<file path="src/hdl/slpc_pkg.sv">
// shared types, codes and constants for the status led pattern controller
// no dependencies; used by status_led_pattern_controller
`default_nettype none

package slpc_pkg;

    // time and register widths
    localparam int TIME_BITS = 40;
    localparam int CFG_W     = 16;
    localparam int CFG_IDX_W = 1;
    localparam int CNT_W     = $clog2(TIME_BITS);

    // register indexes
    localparam logic [CFG_IDX_W-1:0] REG_BLINK_HALF = 1'b0;
    localparam logic [CFG_IDX_W-1:0] REG_PULSE      = 1'b1;

    localparam logic [CFG_W-1:0] BLINK_RESET = 16'd250;
    localparam logic [CFG_W-1:0] PULSE_RESET = 16'd1000;

    // colours
    localparam logic [1:0] COL_OFF   = 2'd0;
    localparam logic [1:0] COL_RED   = 2'd1;
    localparam logic [1:0] COL_AMBER = 2'd2;
    localparam logic [1:0] COL_GREEN = 2'd3;

    // rhythms
    localparam logic [1:0] RH_STEADY = 2'd0;
    localparam logic [1:0] RH_PULSE  = 2'd1;
    localparam logic [1:0] RH_BLINK  = 2'd2;

    // power states
    localparam logic [2:0] PS_CHARGED  = 3'd1;
    localparam logic [2:0] PS_CHARGING = 3'd2;
    localparam logic [2:0] PS_EXT_IDLE = 3'd3;
    localparam logic [2:0] PS_LOW      = 3'd4;
    localparam logic [2:0] PS_CRITICAL = 3'd5;
    localparam logic [2:0] PS_FAULT    = 3'd6;

    // burst lengths in blinks
    localparam logic [1:0] CNT_CRITICAL = 2'd3;
    localparam logic [1:0] CNT_LOW      = 2'd1;

    typedef enum logic [1:0] {
        FN_SET_POWER  = 2'd0,
        FN_SET_PORTAL = 2'd1,
        FN_SET_ACT    = 2'd2,
        FN_QUERY      = 2'd3
    } t_func;

    typedef enum logic [2:0] {
        ST_IDLE,
        ST_ARM,
        ST_CMP,
        ST_DIV,
        ST_DONE
    } t_state;

    typedef struct packed {
        t_func                func;
        logic [2:0]           power_state;
        logic                 rearm;
        logic                 flag_value;
        logic [TIME_BITS-1:0] now_ms;
    } t_in_item;

    typedef struct packed {
        logic [1:0] shown_colour;
        logic [1:0] pattern_colour;
        logic [1:0] rhythm;
        logic [1:0] blinks_left;
    } t_out_item;

    typedef struct packed {
        logic [1:0] colour;
        logic [1:0] rhythm;
    } t_steady;

    // steady pattern by priority: fault, busy, portal, power state
    function automatic t_steady pick_steady(input logic [2:0] power,
                                            input logic       busy,
                                            input logic       portal);
        t_steady s;
        s.rhythm = RH_STEADY;
        s.colour = COL_OFF;
        if (power == PS_FAULT) begin
            s.colour = COL_RED;
            s.rhythm = RH_PULSE;
        end else if (busy) begin
            s.colour = COL_GREEN;
            s.rhythm = RH_PULSE;
        end else if (portal) begin
            s.colour = COL_AMBER;
        end else if (power == PS_CHARGED) begin
            s.colour = COL_GREEN;
        end else if (power == PS_CHARGING) begin
            s.colour = COL_RED;
        end else if (power == PS_EXT_IDLE) begin
            s.colour = COL_AMBER;
            s.rhythm = RH_PULSE;
        end
        return s;
    endfunction

endpackage

`default_nettype wire

</file>
<file path="src/hdl/status_led_pattern_controller.sv">
// status led pattern controller: set items, burst arming, serial divider for phases
// depends on slpc_pkg for item types, codes and constants
`default_nettype none

// Set items (power state, portal flag, busy flag) update the recorded status and
// give no result. A query item runs through these steps: ARM starts an armed
// burst, CMP compares the query time with the burst window, then TIME_BITS
// steps of a one-bit-per-cycle restoring divider give the blink phase
// (elapsed / half period) or the pulse phase (time % period), and DONE loads
// the result register once it is empty or being taken. The result register
// lets set items be accepted while a result still waits to be taken.
// Configuration writes land at once and are meant for idle times.
module status_led_pattern_controller (
    input  wire                                   i_clk,
    input  wire                                   i_rst_n,
    // input items
    input  wire                                   i_in_valid,
    output logic                                  o_in_ready,
    input  slpc_pkg::t_in_item                    i_in,
    // result items
    output logic                                  o_out_valid,
    input  wire                                   i_out_ready,
    output slpc_pkg::t_out_item                   o_out,
    // configuration write port
    input  wire                                   i_cfg_we,
    input  wire  [slpc_pkg::CFG_IDX_W-1:0]        i_cfg_idx,
    input  wire  [slpc_pkg::CFG_W-1:0]            i_cfg_data
);

    localparam int TB   = slpc_pkg::TIME_BITS;
    localparam int CW   = slpc_pkg::CFG_W;
    localparam int LENW = CW + 3;  // three blinks of two halves each

    // control
    slpc_pkg::t_state r_state, n_state;
    logic             w_in_acc;
    logic             w_out_load;

    // configuration
    logic [CW-1:0] r_blink;
    logic [CW-1:0] r_pulse;

    // recorded status
    logic [2:0] r_power;
    logic       r_portal;
    logic       r_busy;
    logic       r_armed;
    logic [1:0] r_arm_col;
    logic [1:0] r_arm_cnt;
    logic [1:0] r_burst_col;
    logic [1:0] r_burst_cnt;
    logic [TB-1:0] r_start;
    logic [TB:0]   r_end;

    // query datapath
    logic [TB-1:0]                 r_now;
    logic                          r_active;
    logic [TB-1:0]                 r_dvd;
    logic [CW-1:0]                 r_dvsr;
    logic [CW-1:0]                 r_rem;
    logic [2:0]                    r_q_lo;
    logic                          r_q_hi;
    logic [slpc_pkg::CNT_W-1:0]    r_cnt;

    // result register
    logic                 r_out_valid;
    slpc_pkg::t_out_item  r_out;

    // combinational helpers
    logic [CW-1:0]   w_blink_eff;
    logic [CW-1:0]   w_pulse_eff;
    logic [CW:0]     w_two_b;
    logic [LENW-1:0] w_len;
    logic            w_active;
    logic [TB:0]     w_diff;
    logic [TB-1:0]   w_elapsed;
    logic [CW:0]     w_trial;
    logic            w_ge;
    logic [CW:0]     w_sub;
    logic [1:0]      w_done;
    slpc_pkg::t_steady   w_steady;
    slpc_pkg::t_out_item w_result;

    assign o_in_ready  = (r_state == slpc_pkg::ST_IDLE);
    assign w_in_acc    = i_in_valid && o_in_ready;
    assign w_out_load  = (r_state == slpc_pkg::ST_DONE) && (!r_out_valid || i_out_ready);
    assign o_out_valid = r_out_valid;
    assign o_out       = r_out;

    // a zero register acts as one
    assign w_blink_eff = (r_blink == '0) ? CW'(1) : r_blink;
    assign w_pulse_eff = (r_pulse == '0) ? CW'(1) : r_pulse;

    // burst length = count * 2 * half period, count is at most three
    assign w_two_b = {w_blink_eff, 1'b0};
    assign w_len   = ({2'b00, w_two_b} & {LENW{r_arm_cnt[0]}})
                   + ({1'b0, w_two_b, 1'b0} & {LENW{r_arm_cnt[1]}});

    // burst window check; the end carries one extra bit so it never wraps
    assign w_active  = ({1'b0, r_now} < r_end);
    assign w_diff    = {1'b0, r_now} - {1'b0, r_start};
    // time running backwards counts as nothing elapsed
    assign w_elapsed = w_diff[TB] ? '0 : w_diff[TB-1:0];

    // one restoring divider step: bring down the next dividend bit
    assign w_trial = {r_rem, r_dvd[TB-1]};
    assign w_ge    = (w_trial >= {1'b0, r_dvsr});
    assign w_sub   = w_trial - {1'b0, r_dvsr};

    // completed blinks are the quotient without its phase bit
    assign w_done  = r_q_lo[2:1];
    assign w_steady = slpc_pkg::pick_steady(r_power, r_busy, r_portal);

    always_comb begin
        w_result = '0;
        if (r_active) begin
            w_result.pattern_colour = r_burst_col;
            w_result.rhythm         = slpc_pkg::RH_BLINK;
            // odd half periods are the off halves
            w_result.shown_colour   = r_q_lo[0] ? slpc_pkg::COL_OFF : r_burst_col;
            // saturate when the half period was lowered mid-burst
            if (!r_q_hi && (w_done < r_burst_cnt)) begin
                w_result.blinks_left = r_burst_cnt - w_done;
            end
        end else begin
            w_result.pattern_colour = w_steady.colour;
            w_result.rhythm         = w_steady.rhythm;
            w_result.shown_colour   = w_steady.colour;
            // pulse is on during the first half of its period
            if (w_steady.rhythm == slpc_pkg::RH_PULSE && r_rem >= (r_dvsr >> 1)) begin
                w_result.shown_colour = slpc_pkg::COL_OFF;
            end
        end
    end

    // sequencer state register
    always_ff @(posedge i_clk) begin
        if (!i_rst_n) begin
            r_state <= slpc_pkg::ST_IDLE;
        end else begin
            r_state <= n_state;
        end
    end

    // next state
    always_comb begin
        n_state = r_state;
        case (r_state)
            slpc_pkg::ST_IDLE: begin
                if (w_in_acc && i_in.func == slpc_pkg::FN_QUERY) begin
                    n_state = slpc_pkg::ST_ARM;
                end
            end
            slpc_pkg::ST_ARM: begin
                n_state = slpc_pkg::ST_CMP;
            end
            slpc_pkg::ST_CMP: begin
                n_state = slpc_pkg::ST_DIV;
            end
            slpc_pkg::ST_DIV: begin
                if (r_cnt == '0) begin
                    n_state = slpc_pkg::ST_DONE;
                end
            end
            slpc_pkg::ST_DONE: begin
                if (w_out_load) begin
                    n_state = slpc_pkg::ST_IDLE;
                end
            end
            default: begin
                n_state = slpc_pkg::ST_IDLE;
            end
        endcase
    end

    // status, configuration and result valid
    always_ff @(posedge i_clk) begin
        if (!i_rst_n) begin
            r_blink     <= slpc_pkg::BLINK_RESET;
            r_pulse     <= slpc_pkg::PULSE_RESET;
            r_power     <= '0;
            r_portal    <= 1'b0;
            r_busy      <= 1'b0;
            r_armed     <= 1'b0;
            r_arm_col   <= '0;
            r_arm_cnt   <= '0;
            r_burst_col <= '0;
            r_burst_cnt <= '0;
            r_start     <= '0;
            r_end       <= '0;
            r_out_valid <= 1'b0;
        end else begin
            if (i_cfg_we) begin
                case (i_cfg_idx)
                    slpc_pkg::REG_BLINK_HALF: r_blink <= i_cfg_data;
                    slpc_pkg::REG_PULSE:      r_pulse <= i_cfg_data;
                    default: begin
                    end
                endcase
            end

            if (w_in_acc) begin
                case (i_in.func)
                    slpc_pkg::FN_SET_POWER: begin
                        r_power <= i_in.power_state;
                        // entering, or refreshing, a warning state arms a burst
                        if (i_in.power_state != r_power || i_in.rearm) begin
                            if (i_in.power_state == slpc_pkg::PS_CRITICAL) begin
                                r_armed   <= 1'b1;
                                r_arm_col <= slpc_pkg::COL_RED;
                                r_arm_cnt <= slpc_pkg::CNT_CRITICAL;
                            end else if (i_in.power_state == slpc_pkg::PS_LOW) begin
                                r_armed   <= 1'b1;
                                r_arm_col <= slpc_pkg::COL_AMBER;
                                r_arm_cnt <= slpc_pkg::CNT_LOW;
                            end
                        end
                    end
                    slpc_pkg::FN_SET_PORTAL: r_portal <= i_in.flag_value;
                    slpc_pkg::FN_SET_ACT:    r_busy   <= i_in.flag_value;
                    default: begin
                    end
                endcase
            end

            // an armed burst starts at the query time, replacing any running one
            if (r_state == slpc_pkg::ST_ARM && r_armed) begin
                r_armed     <= 1'b0;
                r_burst_col <= r_arm_col;
                r_burst_cnt <= r_arm_cnt;
                r_start     <= r_now;
                r_end       <= {1'b0, r_now} + {{(TB + 1 - LENW){1'b0}}, w_len};
            end

            if (w_out_load) begin
                r_out_valid <= 1'b1;
            end else if (i_out_ready) begin
                r_out_valid <= 1'b0;
            end
        end
    end

    // query datapath and serial divider
    always_ff @(posedge i_clk) begin
        if (w_in_acc) begin
            r_now <= i_in.now_ms;
        end
        case (r_state)
            slpc_pkg::ST_CMP: begin
                r_active <= w_active;
                r_dvd    <= w_active ? w_elapsed : r_now;
                r_dvsr   <= w_active ? w_blink_eff : w_pulse_eff;
                r_rem    <= '0;
                r_q_lo   <= '0;
                r_q_hi   <= 1'b0;
                r_cnt    <= slpc_pkg::CNT_W'(TB - 1);
            end
            slpc_pkg::ST_DIV: begin
                r_rem  <= w_ge ? w_sub[CW-1:0] : w_trial[CW-1:0];
                r_dvd  <= {r_dvd[TB-2:0], 1'b0};
                r_q_lo <= {r_q_lo[1:0], w_ge};
                r_q_hi <= r_q_hi | r_q_lo[2];
                r_cnt  <= r_cnt - 1'b1;
            end
            default: begin
            end
        endcase
        if (w_out_load) begin
            r_out <= w_result;
        end
    end

`ifndef SYNTHESIS
    // a query moves straight on to burst start
    a_query_starts: assert property (@(posedge i_clk) disable iff (!i_rst_n)
        (w_in_acc && i_in.func == slpc_pkg::FN_QUERY) |=> (r_state == slpc_pkg::ST_ARM))
        else $error("query item did not start the sequencer");

    // partial remainder stays below the divisor
    a_rem_bound: assert property (@(posedge i_clk) disable iff (!i_rst_n)
        (r_state == slpc_pkg::ST_DIV) |-> (r_rem < r_dvsr))
        else $error("divider remainder out of range");

    // burst start consumes the armed burst
    a_arm_consumed: assert property (@(posedge i_clk) disable iff (!i_rst_n)
        (r_state == slpc_pkg::ST_ARM) |=> !r_armed)
        else $error("armed burst not consumed at query");

    // a running burst always has a window past its start
    a_burst_window: assert property (@(posedge i_clk) disable iff (!i_rst_n)
        (r_state == slpc_pkg::ST_DONE && r_active) |-> (r_end > {1'b0, r_start}))
        else $error("burst active with empty window");
`endif

endmodule

`default_nettype wire
</file>
<file path="config.mk">
export PLATFORM = sky130hd
export DESIGN_NAME = status_led_pattern_controller
export DESIGN_NICKNAME = d
export VERILOG_FILES = /design/src/hdl/slpc_pkg.sv /design/src/hdl/status_led_pattern_controller.sv
export SDC_FILE = /design/constraint.sdc
export NUM_CORES = 1
export LEC_CHECK = 0
export ABC_AREA = 0
export ABC_CLOCK_PERIOD_IN_PS = 6600
export CAP_MARGIN = 25
export CORE_ASPECT_RATIO = 1.4
export CORE_MARGIN = 2
export CORE_UTILIZATION = 60
export CTS_BUF_LIST = sky130_fd_sc_hd__clkbuf_8
export DETAILED_ROUTE_END_ITERATION = 7
export DONT_BUFFER_PORTS = 1
export HOLD_SLACK_MARGIN = 0.06
export PLACE_DENSITY = 0.76
export SYNTH_ARGS = -nofsm -noshare
export SYNTH_HDL_FRONTEND = slang
export SYNTH_SLANG_ARGS = --single-unit
</file>
<file path="constraint.sdc">
create_clock -name i_clk -period 6.6 [get_ports i_clk]
set_clock_uncertainty 0.1 [all_clocks]
set_input_delay 0.99 -clock i_clk [delete_from_list [all_inputs] [get_ports i_clk]]
set_output_delay 0.99 -clock i_clk [all_outputs]
set_load 0.01 [all_outputs]
</file>
==> metrics.yaml <==
place:
  dp_cells: 2131
  io_buffers: 0
  dpl.hpwl_mm: 25.96
  gp_congestion: 0.9492
setup_path:
  rrSetupSlack_ns: 0.89
  r2r_end: "r_end[37]$_SDFFE_PN0P_"
  cp-start-kind: "register"
  cp_max_fo: 7
  ff2ff_path_depth: 25
  endpoint_kind: "register"
  required_ns: 6.91
  worstReg2RegStart: "r_blink[12]$_SDFFE_PN0P_"
  path_class: "register to register"
  arrival_ns: 6.03
global_routing:
  grt_antenna_before_repair: 0
  grt_max_degree: 131
  grt_usage: 0.2638
  grt_pass1_wl_mm: 60.41
  first_global_vias: 12752
  overflow: 0
die:
  die_w_um: 142.8
  dieHeight_um: 198.4
  initial_core_util: 0.6054
  dieArea_um2: 28330
  pin_count: 79
  core_um2: 26740
  placementRows: 71
synthesis:
  synth_top_area_frac: 0.2430
  synth-warning-count: 0
  ys_ff_latch: 259
  syn_inst: 1833
  synth_cell_type_count: 75
  synth_edf_count: 131
  yosysTopAreaCell: "edfxtp_1"
  syn-cell-area_um2: 16190
  synth_ff_type: "edfxtp_1"
  async_reset_ff_frac: 0
  syn-num-nets: 2041
  synth.area.top_cells: "edfxtp_1 24%, dfxtp_1 16%, ha_1 10%"
  ys_seq_area_frac: 0.4013
  syn_area_per_cell_um2: 8.832
routing:
  viasPerCell: 5.886
  postRouteAntennaNets: 0
  routed_wl_mm: 37.48
  wl_per_cell_um: 16.97
  top_layer_used: "met4"
  firstDrtPassIters: 5
  wl_met3_mm: 1.689
  met1_length_mm: 14.85
  wl_met2_mm: 19.54
  drtIter0Drc: 721
  drc: 0
  num_vias: 13003
timing:
  finalCritPeriodShare: 0.8655
  slew_viol_final: 0
  fmax_mhz: 175.1
  setup_viol: 0
  rsz0062_at_grt: "false"
  setup_tns_ns: 0
  tightestPinTransition_ns: 1.080
  period_minus_slack_ns: 5.712
  hold_viol: 0
  hold_slack_ns: 0.3609
  max_slew_margin: 0.2783
layout:
  final_layout_size_suffix_gt1_frac: 0.05965
  n_antenna_cell: 0
  layoutNonFillerInstCount: 2209
  fin_nets: 2018
  post-route-util: 0.6480
  syn2layout_area_growth_pct: 7.033
run_status:
  status: "finished, final reports clean"
clock_network:
  cts_setup_buffers: 0
  ctsResizeCount: 0
  cts_hold_buf: 0
  clk_path_buf_depth: 3
  clkTransAtPathRegs_ns: 0.06
  cts-root-buf: "clkbuf_8"
  clock_sinks: 259
  cts_made_buffers: 42
  clock_latency_ns: 0.58
  htreeDepth: 2
  tritoncts: "built"
worst_hold_path:
  worstHoldStart: "r_start[6]$_SDFFE_PN0P_"
  worstHoldPathType: "register to register"
  whs_path_depth: 2
  min_to: "r_start[6]$_SDFFE_PN0P_"
power_and_ir_drop:
  power.density_nw_per_um2: 217.7
  leakage_nw: 6.737
  vdd_ir_drop_max_uv: 209.9
run:
  maxCapViolCount: 0
[where the power goes]
| part | internal [mW] | switching [mW] | total, mW |
|---|---|---|---|
| logic | 0.210 | 0.281 | 0.490 |
| clock network | 0.769 | 0.681 | 1.45 |
| registers | 1.76 | 0.0683 | 1.83 |
| total | 2.74 | 1.03 | 3.77 |
[layout make-up]
cell class                      count  area [um2]
Tap cell                          365       456.7
Clock buffer                       46       633.1
Fill cell                        2255        9412
Clock inverter                     32       229.0
Multi-Input combinational cell   1355        8912
Inverter                          144       540.5
Sequential cell                   259        6496
Timing Repair Buffer                8       60.06
[per-layer routing]
metal,global-route usage,vias to the layer above
li1,-,6416
met1,0.2978,6149
met2,0.4842,343
met3,0.04426,95
met4,0.1162,0
met5,0,-
[how the worst max path moves through the flow]
stage	from	endpoint	slack, ns
after global placement	r_blink[12]$_SDFFE_PN0P_	r_end[35]$_SDFFE_PN0P_	1.21
final	r_blink[12]$_SDFFE_PN0P_	r_end[37]$_SDFFE_PN0P_	0.89
after global routing	r_blink[12]$_SDFFE_PN0P_	r_end[33]$_SDFFE_PN0P_	0.45
after floorplan	r_state[2]$_SDFFE_PN0P_	r_dvd[34]$_DFFE_PN_	1.52
after detailed placement	r_blink[12]$_SDFFE_PN0P_	r_end[37]$_SDFFE_PN0P_	0.99
after CTS	r_blink[12]$_SDFFE_PN0P_	r_end[37]$_SDFFE_PN0P_	0.89
[worst max-delay path: stages (launching register included)]
cell and delay (ns):
dfxtp_1 0.34, nor4_1 0.39, a41oi_1 0.25, nor2b_1 0.16, ha_1 0.19, inv_1 0.06
fa_1 0.39, nor2b_1 0.12, o21ai_0 0.10, a21boi_0 0.26, o21ai_0 0.15, a21boi_0 0.23
o21ai_0 0.16, a21oi_1 0.18, o21ai_0 0.12, a21oi_1 0.22, xor2_1 0.21, ha_1 0.32
a21o_1 0.22, a21o_1 0.19, a21oi_1 0.14, o31a_1 0.39, nor2_1 0.18, and3_1 0.24
xnor2_1 0.16, a21oi_1 0.08
[cells in the final DEF, fill, tap and decap left out, drive strengths merged, types with 9 or more instances in the layout]
cell type	n
nand2	264
inv	153
nor2	147
a21oi	135
ha	134
edfxtp	131
dfxtp	128
o21ai	80
a21boi	73
xnor2	59
a21o	50
clkbuf	46
and2	43
nand3	39
a221oi	35
xor2	29
nor3	23
nor2b	22
and3	20
nand4	17
clkinv	17
mux2	16
o21bai	13
o211ai	13
o21a	13
nand2b	11
or3	10
a211oi	9
a31oi	9
[registers in the layout (all words and copies together), names as in the netlist, 2 cells and up]
name and flops:
r_q_lo 3, r_dvsr 16, r_pulse 16, r_now 40
r_power 3, r_state 3, r_rem 16, r_dvd 40
r_cnt 6, r_end 40, o_out 8, r_start 40
r_blink 16, r_burst_col 2, r_arm_col 2
[per-stage QoR]
| stage | setup slack [ns] | instance area, um2 | power, mW |
|---|---|---|---|
| 5_1_grt | 0.4540 | 17330 | 3.924 |
| 2_1_floorplan | 1.515 | 16190 | 2.237 |
| 6_report | 0.8876 | 17330 | 3.772 |
| 3_3_place_gp | 1.206 | 16470 | 2.333 |
| 3_5_place_dp | 0.9931 | 16470 | 2.348 |
| 4_1_cts | 0.8929 | 17330 | 3.795 |
[cell families after synthesis]
| group | count (synthesis) | share of synthesized area |
|---|---|---|
| multiplexers | 23 | 0.01546 |
| adder cells (fa/ha/maj) | 139 | 0.1097 |
| AND/OR/NAND/NOR | 637 | 0.1825 |
| flip-flops | 259 | 0.4013 |
| AO/OA/AOI/OAI | 468 | 0.1917 |
| buffers and inverters | 219 | 0.05170 |
| XOR/XNOR | 88 | 0.04761 |
[Yosys cell counts, types with 20 or more instances]
library cell  count
nand3_1          39
and3_1           20
ha_1            134
nor2b_1          22
nor3_1           23
o21ai_0          78
a21oi_1         135
inv_1           144
nor2_1          146
a21o_1           49
and2_1           42
edfxtp_1        131
a221oi_1         35
clkbuf_1         69
xnor2_1          59
dfxtp_1         128
nand2_1         264
xor2_1           29
a21boi_0         73
No activity file was read; power rests on OpenSTA's default activity.
